**src/rtl/core/scalar_kalman_sample_filter_macros.svh**
```systemverilog
// shared assertion macros, clocked on clk and held off during rst
`ifndef SCALAR_KALMAN_SAMPLE_FILTER_MACROS_SVH
`define SCALAR_KALMAN_SAMPLE_FILTER_MACROS_SVH

// property that must hold at every edge
`define SKF_CHECK(lbl, prop, msg) \
  lbl: assert property (@(posedge clk) disable iff (rst) (prop)) \
    else $error(msg);

// condition at one edge implies an expression at the next edge
`define SKF_CHECK_NEXT(lbl, cond, expr, msg) \
  lbl: assert property (@(posedge clk) disable iff (rst) (cond) |=> (expr)) \
    else $error(msg);

`endif

```
**src/rtl/core/skf_pkg.sv**
```systemverilog
package skf_pkg;

  localparam int SAMPLE_W        = 12;
  localparam int SAMPLE_BITS_DEF = 12;
  localparam int FRAC_E          = 16;
  localparam int FRAC_P          = 24;
  localparam int COV_W           = 32;
  localparam int GAIN_W          = FRAC_P + 1;
  localparam int QN_W            = 24;
  localparam int RN_W            = 32;
  localparam int THR_W           = 12;
  localparam int BW_W            = 16;
  localparam int CFG_IDX_W       = 2;
  localparam int CFG_DATA_W      = 32;
  localparam int MUL_A_W         = GAIN_W + 1;

  localparam logic [QN_W-1:0]   QN_RESET  = 24'd1678;
  localparam logic [RN_W-1:0]   RN_RESET  = 32'd167772160;
  localparam logic [THR_W-1:0]  THR_RESET = 12'd50;
  localparam logic [BW_W-1:0]   BW_RESET  = 16'd38142;
  localparam logic [COV_W-1:0]  COV_RESET = 32'd16777216;

  localparam logic [GAIN_W-1:0] ONE_P  = 25'h100_0000;
  localparam logic [FRAC_P-1:0] HALF_P = 24'h80_0000;
  localparam logic [FRAC_E-1:0] HALF_E = 16'h8000;

  typedef enum logic [CFG_IDX_W-1:0] {
    REG_PROCESS_NOISE = 2'd0,
    REG_MEAS_NOISE    = 2'd1,
    REG_JUMP_THR      = 2'd2,
    REG_BLEND_W       = 2'd3
  } reg_idx_t;

  typedef struct packed {
    logic [SAMPLE_W-1:0] sample;
  } in_item_t;

  typedef struct packed {
    logic [SAMPLE_W-1:0] filtered;
    logic                jump_seen;
  } out_item_t;

  // datapath operations
  typedef enum logic [3:0] {
    OP_NOP       = 4'd0,
    OP_LOAD      = 4'd1,
    OP_PREP      = 4'd2,
    OP_BLEND_MUL = 4'd3,
    OP_BLEND_ADD = 4'd4,
    OP_DENOM     = 4'd5,
    OP_DIV_START = 4'd6,
    OP_MAG       = 4'd7,
    OP_CORR_MUL  = 4'd8,
    OP_CORR_ADD  = 4'd9,
    OP_COV_MUL   = 4'd10,
    OP_COV_ADD   = 4'd11,
    OP_EMIT      = 4'd12
  } op_t;

  // jump conditions
  typedef enum logic [2:0] {
    C_NONE     = 3'd0,
    C_ALWAYS   = 3'd1,
    C_NO_REQ   = 3'd2,
    C_NO_JUMP  = 3'd3,
    C_DIV_BUSY = 3'd4,
    C_OUT_BUSY = 3'd5
  } cond_t;

  localparam int STEP_W = 4;
  typedef logic [STEP_W-1:0] step_t;

  localparam step_t STEP_IDLE      = 4'd0;
  localparam step_t STEP_PREP      = 4'd1;
  localparam step_t STEP_BLEND_MUL = 4'd2;
  localparam step_t STEP_BLEND_ADD = 4'd3;
  localparam step_t STEP_DENOM     = 4'd4;
  localparam step_t STEP_DIV_GO    = 4'd5;
  localparam step_t STEP_DIV_WAIT  = 4'd6;
  localparam step_t STEP_MAG       = 4'd7;
  localparam step_t STEP_CORR_MUL  = 4'd8;
  localparam step_t STEP_CORR_ADD  = 4'd9;
  localparam step_t STEP_COV_MUL   = 4'd10;
  localparam step_t STEP_COV_ADD   = 4'd11;
  localparam step_t STEP_EMIT      = 4'd12;
  localparam step_t STEP_RET       = 4'd13;

  typedef struct packed {
    op_t   op;
    cond_t cond;
    step_t target;
  } uword_t;

  typedef struct packed {
    op_t  op;
    logic idle;
  } ctrl_t;

  typedef struct packed {
    logic jump;
    logic div_busy;
    logic out_busy;
  } status_t;

  // control store: a taken condition loads target, otherwise the step advances
  function automatic uword_t skf_ucode(input step_t step);
    uword_t w;
    unique case (step)
      STEP_IDLE:      w = '{op: OP_LOAD,      cond: C_NO_REQ,   target: STEP_IDLE};
      STEP_PREP:      w = '{op: OP_PREP,      cond: C_NONE,     target: STEP_IDLE};
      STEP_BLEND_MUL: w = '{op: OP_BLEND_MUL, cond: C_NO_JUMP,  target: STEP_DENOM};
      STEP_BLEND_ADD: w = '{op: OP_BLEND_ADD, cond: C_NONE,     target: STEP_IDLE};
      STEP_DENOM:     w = '{op: OP_DENOM,     cond: C_NONE,     target: STEP_IDLE};
      STEP_DIV_GO:    w = '{op: OP_DIV_START, cond: C_NONE,     target: STEP_IDLE};
      STEP_DIV_WAIT:  w = '{op: OP_NOP,       cond: C_DIV_BUSY, target: STEP_DIV_WAIT};
      STEP_MAG:       w = '{op: OP_MAG,       cond: C_NONE,     target: STEP_IDLE};
      STEP_CORR_MUL:  w = '{op: OP_CORR_MUL,  cond: C_NONE,     target: STEP_IDLE};
      STEP_CORR_ADD:  w = '{op: OP_CORR_ADD,  cond: C_NONE,     target: STEP_IDLE};
      STEP_COV_MUL:   w = '{op: OP_COV_MUL,   cond: C_NONE,     target: STEP_IDLE};
      STEP_COV_ADD:   w = '{op: OP_COV_ADD,   cond: C_NONE,     target: STEP_IDLE};
      STEP_EMIT:      w = '{op: OP_EMIT,      cond: C_OUT_BUSY, target: STEP_EMIT};
      STEP_RET:       w = '{op: OP_NOP,       cond: C_ALWAYS,   target: STEP_IDLE};
      default:        w = '{op: OP_NOP,       cond: C_ALWAYS,   target: STEP_IDLE};
    endcase
    return w;
  endfunction

endpackage

```
**src/rtl/core/skf_stream_if.sv**
```systemverilog
interface skf_stream_if #(
  parameter type payload_t = logic
);
  logic     valid;
  logic     ready;
  payload_t data;

  modport source (output valid, output data, input ready);
  modport sink   (input valid, input data, output ready);
endinterface

```
**src/rtl/core/skf_div.sv**
```systemverilog
// restoring divider, one quotient bit per cycle: floor(dividend * 2^FRAC_P / divisor)
module skf_div import skf_pkg::*; (
  input  logic              clk,
  input  logic              rst,
  input  logic              start,
  input  logic [COV_W-1:0]  dividend,
  input  logic [COV_W:0]    divisor,
  output logic              busy,
  output logic [GAIN_W-1:0] quotient
);

  localparam int REM_W = COV_W + 2;
  localparam int CNT_W = $clog2(GAIN_W);

  logic [REM_W-1:0] rem;
  logic [REM_W-1:0] rem_sub;
  logic [REM_W-1:0] rem_next;
  logic [CNT_W-1:0] cnt;
  logic             ge;

  assign ge       = rem >= {1'b0, divisor};
  assign rem_sub  = ge ? rem - {1'b0, divisor} : rem;
  assign rem_next = {rem_sub[REM_W-2:0], 1'b0};

  always_ff @(posedge clk) begin
    if (rst) begin
      busy <= 1'b0;
    end else if (start) begin
      busy     <= 1'b1;
      rem      <= {2'b00, dividend};
      quotient <= '0;
      cnt      <= CNT_W'(GAIN_W - 1);
    end else if (busy) begin
      rem      <= rem_next;
      quotient <= {quotient[GAIN_W-2:0], ge};
      if (cnt == '0) begin
        busy <= 1'b0;
      end else begin
        cnt <= cnt - CNT_W'(1);
      end
    end
  end

endmodule

```
**src/rtl/core/skf_seq.sv**
```systemverilog
`include "scalar_kalman_sample_filter_macros.svh"

module skf_seq import skf_pkg::*; (
  input  logic    clk,
  input  logic    rst,
  input  logic    in_valid,
  input  status_t status,
  output ctrl_t   ctrl
);

  step_t  pc;
  step_t  pc_next;
  uword_t uw;
  logic   take;
  logic   op_en;

  assign uw = skf_ucode(pc);

  always_comb begin
    unique case (uw.cond)
      C_NONE:     take = 1'b0;
      C_ALWAYS:   take = 1'b1;
      C_NO_REQ:   take = !in_valid;
      C_NO_JUMP:  take = !status.jump;
      C_DIV_BUSY: take = status.div_busy;
      C_OUT_BUSY: take = status.out_busy;
      default:    take = 1'b1;
    endcase
  end

  // load fires only on an accepted request, emit only into a free output slot
  always_comb begin
    priority case (uw.op)
      OP_LOAD: op_en = in_valid;
      OP_EMIT: op_en = !status.out_busy;
      default: op_en = 1'b1;
    endcase
  end

  assign pc_next   = take ? uw.target : pc + STEP_W'(1);
  assign ctrl.op   = op_en ? uw.op : OP_NOP;
  assign ctrl.idle = (pc == STEP_IDLE);

  always_ff @(posedge clk) begin
    if (rst) begin
      pc <= STEP_IDLE;
    end else begin
      pc <= pc_next;
    end
  end

  `SKF_CHECK_NEXT(a_leave_idle, ctrl.idle && in_valid, !ctrl.idle, "accepted request did not start the program")
  `SKF_CHECK(a_idle_div_quiet, !ctrl.idle || !status.div_busy, "divider busy while idle")
  `SKF_CHECK(a_gain_ready, (pc != STEP_MAG) || !status.div_busy, "gain read before divider finished")

endmodule

```
**src/rtl/core/skf_dp.sv**
```systemverilog
module skf_dp import skf_pkg::*; #(
  parameter int SAMPLE_BITS = SAMPLE_BITS_DEF
) (
  input  logic                  clk,
  input  logic                  rst,
  input  logic                  cfg_we,
  input  logic [CFG_IDX_W-1:0]  cfg_index,
  input  logic [CFG_DATA_W-1:0] cfg_data,
  input  ctrl_t                 ctrl,
  input  in_item_t              item,
  input  logic                  out_ready,
  output logic                  out_valid,
  output out_item_t             out_item,
  output status_t               status
);

  localparam int EW      = SAMPLE_BITS + FRAC_E;
  localparam int MUL_B_W = (EW + 1 > COV_W + 1) ? EW + 1 : COV_W + 1;
  localparam int PROD_W  = MUL_A_W + MUL_B_W;
  localparam int CMP_W   = COV_W + 1;

  // configuration
  logic [QN_W-1:0]  q_noise;
  logic [RN_W-1:0]  r_noise;
  logic [THR_W-1:0] thr;
  logic [BW_W-1:0]  weight;

  // filter state and working registers
  logic [EW-1:0]            est;
  logic [COV_W-1:0]         cov;
  logic [SAMPLE_BITS-1:0]   s_r;
  logic                     jump_r;
  logic signed [EW:0]       diff_r;
  logic [COV_W-1:0]         pp_r;
  logic [EW-1:0]            pred_r;
  logic [COV_W:0]           denom_r;
  logic [GAIN_W-1:0]        gain_r;
  logic [EW-1:0]            mag_r;
  logic                     neg_r;
  logic signed [PROD_W-1:0] prod_r;

  logic [EW-1:0]             z;
  logic [EW-1:0]             distance;
  logic [COV_W:0]            pp_sum;
  logic signed [MUL_A_W-1:0] mul_a;
  logic signed [MUL_B_W-1:0] mul_b;
  logic signed [PROD_W-1:0]  blend_rnd;
  logic signed [EW+1:0]      pred_sum;
  logic signed [PROD_W-1:0]  corr_full;
  logic [EW:0]               corr;
  logic signed [EW+1:0]      est_sum;
  logic [EW-1:0]             est_clamped;
  logic signed [PROD_W-1:0]  cov_full;
  logic [EW:0]               est_rnd;
  logic [SAMPLE_BITS:0]      res;
  logic [SAMPLE_BITS-1:0]    res_sat;
  logic                      div_start;
  logic                      div_busy;
  logic [GAIN_W-1:0]         quotient;

  assign z        = {s_r, {FRAC_E{1'b0}}};
  assign distance = (est >= z) ? est - z : z - est;
  assign pp_sum   = CMP_W'(cov) + CMP_W'(q_noise);

  // shared multiplier operands
  always_comb begin
    unique case (ctrl.op)
      OP_BLEND_MUL: begin
        mul_a = $signed(MUL_A_W'(weight));
        mul_b = MUL_B_W'(diff_r);
      end
      OP_CORR_MUL: begin
        mul_a = $signed(MUL_A_W'(gain_r));
        mul_b = $signed(MUL_B_W'(mag_r));
      end
      OP_COV_MUL: begin
        mul_a = $signed(MUL_A_W'(ONE_P - gain_r));
        mul_b = $signed(MUL_B_W'(pp_r));
      end
      default: begin
        mul_a = '0;
        mul_b = '0;
      end
    endcase
  end

  // est + floor((w * (z - est) + half) / 2^16) equals the two-sided blend
  assign blend_rnd = (prod_r + $signed(PROD_W'(HALF_E))) >>> FRAC_E;
  assign pred_sum  = $signed({2'b00, est}) + $signed({blend_rnd[EW], blend_rnd[EW:0]});

  // correction rounds half away from zero on the magnitude
  assign corr_full = prod_r + $signed(PROD_W'(HALF_P));
  assign corr      = corr_full[FRAC_P +: EW + 1];
  assign est_sum   = neg_r ? $signed({2'b00, pred_r}) - $signed({1'b0, corr})
                           : $signed({2'b00, pred_r}) + $signed({1'b0, corr});

  always_comb begin
    if (est_sum[EW+1]) begin
      est_clamped = '0;
    end else if (est_sum[EW]) begin
      est_clamped = '1;
    end else begin
      est_clamped = est_sum[EW-1:0];
    end
  end

  assign cov_full = prod_r + $signed(PROD_W'(HALF_P));

  assign est_rnd = {1'b0, est} + (EW + 1)'(HALF_E);
  assign res     = est_rnd[EW:FRAC_E];
  assign res_sat = res[SAMPLE_BITS] ? '1 : res[SAMPLE_BITS-1:0];

  assign div_start = (ctrl.op == OP_DIV_START);

  skf_div u_div (
    .clk      (clk),
    .rst      (rst),
    .start    (div_start),
    .dividend (pp_r),
    .divisor  (denom_r),
    .busy     (div_busy),
    .quotient (quotient)
  );

  assign status.jump     = jump_r;
  assign status.div_busy = div_busy;
  assign status.out_busy = out_valid && !out_ready;

  always_ff @(posedge clk) begin
    if (rst) begin
      q_noise <= QN_RESET;
      r_noise <= RN_RESET;
      thr     <= THR_RESET;
      weight  <= BW_RESET;
    end else if (cfg_we) begin
      unique case (cfg_index)
        REG_PROCESS_NOISE: q_noise <= cfg_data[QN_W-1:0];
        REG_MEAS_NOISE:    r_noise <= cfg_data[RN_W-1:0];
        REG_JUMP_THR:      thr     <= cfg_data[THR_W-1:0];
        REG_BLEND_W:       weight  <= cfg_data[BW_W-1:0];
        default:           ;
      endcase
    end
  end

  always_ff @(posedge clk) begin
    if (rst) begin
      est       <= '0;
      cov       <= COV_RESET;
      out_valid <= 1'b0;
    end else begin
      // a new result may replace one taken at the same edge
      if (ctrl.op == OP_EMIT) begin
        out_valid <= 1'b1;
      end else if (out_valid && out_ready) begin
        out_valid <= 1'b0;
      end
      unique case (ctrl.op)
        OP_LOAD: s_r <= SAMPLE_BITS'(item.sample);
        OP_PREP: begin
          jump_r <= CMP_W'(distance) >= CMP_W'({thr, {FRAC_E{1'b0}}});
          diff_r <= $signed({1'b0, z}) - $signed({1'b0, est});
          pp_r   <= pp_sum[COV_W] ? '1 : pp_sum[COV_W-1:0];
          pred_r <= est;
        end
        OP_BLEND_MUL, OP_CORR_MUL, OP_COV_MUL: prod_r <= mul_a * mul_b;
        OP_BLEND_ADD: pred_r  <= pred_sum[EW-1:0];
        OP_DENOM:     denom_r <= CMP_W'(pp_r) + CMP_W'(r_noise);
        OP_MAG: begin
          if (denom_r == '0) begin
            gain_r <= '0;
          end else begin
            gain_r <= (quotient > ONE_P) ? ONE_P : quotient;
          end
          neg_r <= z < pred_r;
          mag_r <= (z >= pred_r) ? z - pred_r : pred_r - z;
        end
        OP_CORR_ADD: est <= est_clamped;
        OP_COV_ADD:  cov <= cov_full[FRAC_P +: COV_W];
        OP_EMIT: begin
          out_item.filtered  <= SAMPLE_W'(res_sat);
          out_item.jump_seen <= jump_r;
        end
        default: ;
      endcase
    end
  end

endmodule

```
**src/rtl/core/scalar_kalman_sample_filter.sv**
```systemverilog
// channel   dir  payload                          request taken when
// samples   in   sample[11:0]                     valid && ready
// results   out  filtered[11:0], jump_seen        valid && ready
// cfg       in   cfg_index, cfg_data[31:0]        cfg_we
//
// a new request is taken only at the idle step, after the last one's program;
// the blend prediction is applied only on a jump. the serial gain divider
// dominates, the rest is one step per microcode word on one shared multiplier.
// reset loads the register defaults, estimate 0, covariance 1.0, empty output.
// a result not taken holds the program at its emit step; samples.ready is high
// only at the idle step, while a finished result may still wait at the output.
module scalar_kalman_sample_filter import skf_pkg::*; #(
  parameter int SAMPLE_BITS = SAMPLE_BITS_DEF
) (
  input  logic                  clk,
  input  logic                  rst,
  input  logic                  cfg_we,
  input  logic [CFG_IDX_W-1:0]  cfg_index,
  input  logic [CFG_DATA_W-1:0] cfg_data,
  skf_stream_if.sink            samples,
  skf_stream_if.source          results
);

  ctrl_t     ctrl;
  status_t   status;
  out_item_t out_item;
  in_item_t  in_item;

  assign in_item       = samples.data;
  assign samples.ready = ctrl.idle;
  assign results.data  = out_item;

  skf_seq u_seq (
    .clk      (clk),
    .rst      (rst),
    .in_valid (samples.valid),
    .status   (status),
    .ctrl     (ctrl)
  );

  skf_dp #(
    .SAMPLE_BITS (SAMPLE_BITS)
  ) u_dp (
    .clk       (clk),
    .rst       (rst),
    .cfg_we    (cfg_we),
    .cfg_index (cfg_index),
    .cfg_data  (cfg_data),
    .ctrl      (ctrl),
    .item      (in_item),
    .out_ready (results.ready),
    .out_valid (results.valid),
    .out_item  (out_item),
    .status    (status)
  );

endmodule
```
**src/flat_wrapper.sv**
```systemverilog
// flat-port wrapper written by rule: the top's interface ports become plain ports
module scalar_kalman_sample_filter_flat import skf_pkg::*;
#(
  parameter int SAMPLE_BITS = SAMPLE_BITS_DEF
)
  (clk, rst, cfg_we, cfg_index, cfg_data, samples_valid, samples_data, samples_ready, results_valid, results_data, results_ready);
  skf_stream_if samples_i ();
  skf_stream_if results_i ();
  input  logic clk;
  input  logic rst;
  input  logic cfg_we;
  input  logic [CFG_IDX_W-1:0] cfg_index;
  input  logic [CFG_DATA_W-1:0] cfg_data;
  input wire logic [$bits(samples_i.valid)-1:0] samples_valid;
  input wire logic [$bits(samples_i.data)-1:0] samples_data;
  output wire logic [$bits(samples_i.ready)-1:0] samples_ready;
  output wire logic [$bits(results_i.valid)-1:0] results_valid;
  output wire logic [$bits(results_i.data)-1:0] results_data;
  input wire logic [$bits(results_i.ready)-1:0] results_ready;
  assign samples_i.valid = samples_valid;
  assign samples_i.data = samples_data;
  assign samples_ready = samples_i.ready;
  assign results_valid = results_i.valid;
  assign results_data = results_i.data;
  assign results_i.ready = results_ready;
  scalar_kalman_sample_filter #(.SAMPLE_BITS(SAMPLE_BITS)) u_core (.clk(clk), .rst(rst), .cfg_we(cfg_we), .cfg_index(cfg_index), .cfg_data(cfg_data), .samples(samples_i), .results(results_i));
endmodule
```
**config.mk**
```make
export PLATFORM = sky130hd
export DESIGN_NAME = scalar_kalman_sample_filter_flat
export DESIGN_NICKNAME = d
export VERILOG_FILES = /design/src/rtl/core/skf_pkg.sv /design/src/rtl/core/skf_stream_if.sv /design/src/rtl/core/skf_div.sv /design/src/rtl/core/skf_seq.sv /design/src/rtl/core/skf_dp.sv /design/src/rtl/core/scalar_kalman_sample_filter.sv /design/src/flat_wrapper.sv
export VERILOG_INCLUDE_DIRS = /design/src /design/src/rtl/core
export SDC_FILE = /design/constraint.sdc
export NUM_CORES = 2
export LEC_CHECK = 0
export BUFFER_PORTS_ARGS = -buffer_cell sky130_fd_sc_hd__buf_2
export CORE_ASPECT_RATIO = 1.1
export CORE_MARGIN = 5
export CORE_UTILIZATION = 55
export CTS_BUF_LIST = sky130_fd_sc_hd__clkbuf_8
export DETAILED_ROUTE_END_ITERATION = 8
export PLACE_DENSITY = 0.82
export REMOVE_ABC_BUFFERS = 1
export SETUP_SLACK_MARGIN = 0.02
export SLEW_MARGIN = 20
export SYNTH_ARGS = -nofsm -noshare
export SYNTH_HDL_FRONTEND = slang
export SYNTH_SLANG_ARGS = --single-unit
```
**constraint.sdc**
```tcl
create_clock -name clk -period 13.7 [get_ports clk]
set_input_delay 1.37 -clock clk [delete_from_list [all_inputs] [get_ports clk]]
set_output_delay 1.37 -clock clk [all_outputs]
set_load 0.01 [all_outputs]
```
# Yosys cells after proc, flatten, opt, wreduce, memory -nomap -nowiden
# Memories as Yosys holds them, arrays and structs flattened. A register that Yosys moved wholly into a read port is not among the register bits.
# Index checks and enable logic that the tools add are counted.
# word_totals
ff_bits	449
rom_bits	160
input_bits	40
output_inout_bits	3
word_cells	126
mem_count	1
# op_classes
n_addsub	16
n_mul	1
magnitude_cmp	6
n_eq_ne	22
mux	25
bitwise	1
n_reduce_logical	29
# mem_list
name	depth	width	rd	rd_clocked_by_memory_dff	write_ports	line_no	text
(no name shown)	16	10	1	1	0	skf_pkg.sv:108	unique case (step)
# op_table
cell	n
28-bit 2-to-1 mux	4
33-bit one-hot mux with 3 select lines	1
26-bit one-hot mux with 3 select lines	1
56-bit by 25-bit adder with 56-bit output (second input constant)	1
26-bit by 33-bit multiplier with 56-bit output	1
28-bit one-hot mux with 2 select lines	1
17-bit by 28-bit subtractor with 28-bit output	2
28-bit by 17-bit subtractor with 28-bit output	2
25-bit 2-to-1 mux	2
44-bit by 17-bit adder with 44-bit output (second input constant)	1
34-bit by 33-bit greater-or-equal comparator with 1-bit output	1
34-bit 2-to-1 mux	1
32-bit by 24-bit adder with 33-bit output	1
32-bit by 32-bit adder with 33-bit output	1
33-bit zero test	1
33-bit 2-to-1 mux	1
33-bit subtractor	1
32-bit 2-to-1 mux	1
28-bit by 29-bit adder with 30-bit output	1
30-bit 2-to-1 mux	1
28-bit by 29-bit subtractor with 30-bit output	1
17-bit by 28-bit subtractor with 29-bit output	1
28-bit adder	1
17-bit by 28-bit greater-or-equal comparator with 1-bit output	1
other kinds (33)	70

# Longest topological paths before layout
# logic_depth
depth_word	8
ltp_mapped	36
ltp_nobuf	34

# Hierarchy
# From an unflattened synthesis, not the netlist that was laid out.
# hier_totals
cells_unflattened	6534
area_unflattened_um2	58772.6
# modules_own_cells
module	instances	cells_each	area_per_inst_um2	seq_area_each_um2
skf_dp	1	5948	53178.5	10199.8
skf_div	1	502	4854.7	1941.9
skf_seq	1	83	735.7	280.3
scalar_kalman_sample_filter	1	1	3.8	0.0

# Least setup slack after synthesis
# No wires, ideal clock.
# synth_path
path_type	in2reg
start	input port rst
end	register u_core.u_dp.pred_r[0] (enable)
setup_time_ns	0.419
arrival_time_ns	8.966
t_required_ns	13.281
setup_slack_ns	4.315
path_stages	4
n_path_buf	2
path_cell_list	clkbuf_1 clkbuf_1 nor4_1 o21bai_1
# synth_via
elab_chain_cells	2
# synth_rtl
item	line_no	text
from (decl)	flat_wrapper.sv:10	input logic rst;
1-bit inverter (no line)	--	
2-bit AND reduction (no line)	--	
to (signal assigned)	skf_dp.sv:164	pred_r <= est;
to (signal assigned)	skf_dp.sv:167	OP_BLEND_ADD: pred_r <= pred_sum[EW-1:0];
to (decl)	skf_dp.sv:35	logic [EW-1:0] pred_r;
# No other way between the ends.
# A chain may end at the register's enable or synchronous reset.

# Worst setup path after layout
# layout_path
start	register u_core.u_dp.gain_r[8]
end	register u_core.u_dp.prod_r[54] (data pin)
# layout_via
elab_chain_cells	3
# layout_rtl
item	line_no	text
from (decl)	skf_dp.sv:37	logic [GAIN_W-1:0] gain_r;
from (signal assigned)	skf_dp.sv:173	gain_r <= (quotient > ONE_P) ? ONE_P : quotient;
25-bit by 25-bit subtractor with 26-bit output	skf_dp.sv:77	mul_a = $signed(MUL_A_W'(ONE_P - gain_r));
26-bit one-hot mux with 3 select lines *	skf_dp.sv:67	unique case (ctrl.op)
26-bit by 33-bit multiplier with 56-bit output *	skf_dp.sv:166	OP_BLEND_MUL, OP_CORR_MUL, OP_COV_MUL: prod_r <= mul_a * mul_b;
to (signal assigned)	skf_dp.sv:166	
to (decl)	skf_dp.sv:40	logic signed [PROD_W-1:0] prod_r;
# Mark *: on every way between the ends. The rest lies on a longest branch, timed or not.

==> results.py <==
metrics = {
    "outcome": {
        "status": "complete, no violations",
    },
    "clocking": {
        "holdBufCountCts": 0,
        "path_clk_slew_ns": 0.06,
        "worstSkewPairLatency_ns": 0.69,
        "htree_levels": 3,
        "clk_path_buf_depth": 3,
        "clockRootBuffer": "clkbuf_8",
        "cts_buffers": 77,
        "cts_tree": "yes",
        "cts_setup_buffers": 0,
        "cts_num_sinks": 444,
        "cts_resized": 0,
    },
    "critical_path": {
        "path_class": "flop to flop",
        "worstPathMaxFanout": 13,
        "slowest_stage": "nor2_2",
        "start_kind": "flop",
        "crit_top_cell": "fa_1",
        "cp.arrival_ns": 11.01,
        "end_kind": "flop",
        "slowest_delay_ns": 0.78,
        "worstPathRequired_ns": 14.11,
    },
    "floorplan": {
        "die_h_um": 343,
        "fp-row-count": 122,
        "dieArea_mm2": 0.108,
        "die_w_um": 313,
        "core_mm2": 0.100,
        "ios": 43,
        "initial_core_util_pct": 55.3,
    },
    "yosys": {
        "netlist_instances": 6205,
        "synthTopCellsByArea": "fa_1, edfxtp_1, ha_1, inv_1, nand2_1",
        "yosys_most_used_dff": "edfxtp_1",
        "syn_avg_cell_area_um2": 8.96,
        "ys_async_sr_fraction_pct": 0,
        "ys_warn_count": 0,
        "yosysTopAreaCell": "fa_1",
        "ys_ff_latch": 444,
        "yosysUniqueCellTypes": 96,
        "yosysSeqAreaShare_pct": 21.1,
        "syn-cell-area_mm2": 0.0556,
        "synth_top_area_share_pct": 30.7,
        "synth_edf_count": 284,
    },
    "place": {
        "placed_cells": 7384,
        "numPortBuffers": 42,
        "gp_congestion": 1.03,
        "post-dp-hpwl_um": 137000,
        "place_ws_ns": 3.30,
    },
    "sta": {
        "fin_ws_ns": 3.10,
        "finalSetupViolations": 0,
        "finalHoldViolCount": 0,
        "worstMarginPinSlew_ns": 1.21,
        "final_max_slew_viol_count": 0,
        "holdWs_ns": 0.460,
        "setup_tns_ns": 0,
        "slew_headroom_pct": 19.4,
        "clock-skew-final_ns": 0.0426,
        "fin_crit_sh_pct": 77.4,
        "finalCriticalPeriod_ns": 10.60,
        "rsz0062_at_grt": "no",
        "max_freq_mhz": 94.3,
    },
    "drt": {
        "vias": 45066,
        "drc": 0,
        "initialDrtViolationCount": 4736,
        "wirelength_um": 174000,
        "drtAntennaViolNets": 0,
        "drt-vias-per-instance": 5.99,
        "drt_pass1_iterations": 6,
        "wl_per_cell_um": 23.1,
    },
    "power_and_ir_drop": {
        "power_density_mw_per_mm2": 147,
        "peakVddDrop_uv": 145,
        "p_leak_nw": 27.5,
    },
    "grt": {
        "gr-total-overflow": 0,
        "grt_pass1_vias": 46559,
        "grt_max_degree": 72,
        "antenna_found_initial": 1,
        "grt_pass1_wl_um": 268000,
        "grt_util_all_layers_pct": 32.5,
    },
    "job": {
        "cap_violations": 0,
    },
    "min_path": {
        "hold_path.class": "flop to flop",
    },
    "layout": {
        "drive_gt1_share_pct": 5.27,
        "final_util_pct": 58.5,
        "area_growth_pct": 5.79,
        "nNetsFinal": 7380,
        "layout.cells.non_filler": 7528,
    },
}
[layout make-up]
cell class | count | area [um^2]
Antenna cell | 1 | 2.50
Clock buffer | 93 | 1280
Clock inverter | 50 | 317
Fill cell | 8405 | 41600
Inverter | 1055 | 3960
Multi-Input combinational cell | 4457 | 39000
Sequential cell | 444 | 11700
Tap cell | 1302 | 1630
Timing Repair Buffer | 126 | 843
[critical path: cells and delay by family (launching register included)]
kind,cells,cell delay [ns]
adders and majority gates,8,4.05
and+or+nand+nor,10,3.42
AOI/OAI and AO/OA,9,1.89
DFF,1,0.44
buffers and inverters,5,0.29
xor gates and xnor gates,2,0.23
[per-layer routing]
metal  global-route usage [%]  vias up  part of all wire (%)
met3                     7.58      705                    12
li1                         -    19559                     -
met2                     51.4     2840                    45
met5                        0        -                     0
met1                     41.2    21962                    36
met4                     18.9        0                   7.7
[cells in the final DEF (no fill, tap or decap), types with 43 or more instances in the layout]
| master | n |
|---|---|
| ha_1 | 326 |
| inv_1 | 1080 |
| clkbuf_8 | 93 |
| dfxtp_1 | 160 |
| o21ai_1 | 43 |
| nor2_1 | 538 |
| nand2_1 | 989 |
| a21oi_1 | 233 |
| xnor2_1 | 186 |
| xor2_1 | 154 |
| a21o_1 | 82 |
| nand3_1 | 67 |
| fa_1 | 853 |
| and2_1 | 101 |
| buf_4 | 85 |
| edfxtp_1 | 284 |
| o21ai_0 | 148 |
| nor3_1 | 79 |
[where the power goes]
group / switching (mW) / leakage [nW] / internal, mW / total [mW]
clock: 0.588 / 0.912 / 0.677 / 1.26
sequential: 0.225 / 3.89 / 1.73 / 1.96
combinational: 3.58 / 22.7 / 1.82 / 5.40
[path summary, 6_finish.rpt]
kind / startpoint / end / slack, ns / cells past startpoint
setup reg to reg: u_core.u_dp.gain_r[8]$_SDFFCE_PP0P_ / u_core.u_dp.prod_r[54]$_DFFE_PP_ / 3.10 / 34
hold reg to reg: u_core.u_dp.thr[7]$_SDFFE_PP0P_ / u_core.u_dp.thr[7]$_SDFFE_PP0P_ / 0.46 / 2
setup / recovery: u_core.u_dp.gain_r[8]$_SDFFCE_PP0P_ / u_core.u_dp.prod_r[54]$_DFFE_PP_ / 3.10 / 34
hold / removal: u_core.u_dp.thr[7]$_SDFFE_PP0P_ / u_core.u_dp.thr[7]$_SDFFE_PP0P_ / 0.46 / 2
[cells in the mapped netlist (all sizes together) (37+ instances only)]
| cell type | instances |
|---|---|
| nor3 | 87 |
| fa | 853 |
| nand2 | 989 |
| a211oi | 40 |
| ha | 326 |
| nand3 | 68 |
| xor2 | 155 |
| inv | 1054 |
| and2 | 103 |
| o21ai | 196 |
| nor2 | 550 |
| nor4 | 41 |
| a21o | 82 |
| nor2b | 37 |
| o21a | 38 |
| edfxtp | 284 |
| a31oi | 40 |
| dfxtp | 160 |
| xnor2 | 187 |
| a21oi | 235 |
| clkbuf | 226 |
[flip-flops by register name, summed over array words and instances (netlist names), 24 cells and up]
| name | count |
|---|---|
| u_core.u_dp.pp_r | 32 |
| u_core.u_dp.q_noise | 24 |
| u_core.u_dp.cov | 32 |
| u_core.u_dp.pred_r | 28 |
| u_core.u_dp.mag_r | 28 |
| u_core.u_dp.r_noise | 32 |
| u_core.u_dp.denom_r | 33 |
| u_core.u_dp.u_div.quotient | 25 |
| u_core.u_dp.gain_r | 25 |
| u_core.u_dp.est | 28 |
| u_core.u_dp.diff_r | 29 |
| u_core.u_dp.u_div.rem | 34 |
| u_core.u_dp.prod_r | 41 |
[stage by stage]
stage	area [um^2]	total power, mW
after floorplan	54600	5.34
after detailed placement	57200	7.20
final	58800	8.62
after global placement	57200	7.05
after global routing	58800	9.16
after CTS	58800	8.49
[kinds of logic after synthesis]
family / Yosys count / synth area share (%)
AO/OA/AOI/OAI: 804 / 9.09
adder cells (fa/ha/maj): 1179 / 38.1
XOR/XNOR: 342 / 5.42
buffers and inverters: 1315 / 8.96
other: 2 / 0.0135
flip-flops: 444 / 21.1
multiplexers: 43 / 0.790
AND/OR/NAND/NOR: 2076 / 16.6
Note: power is estimated with default switching activity, not from simulation.
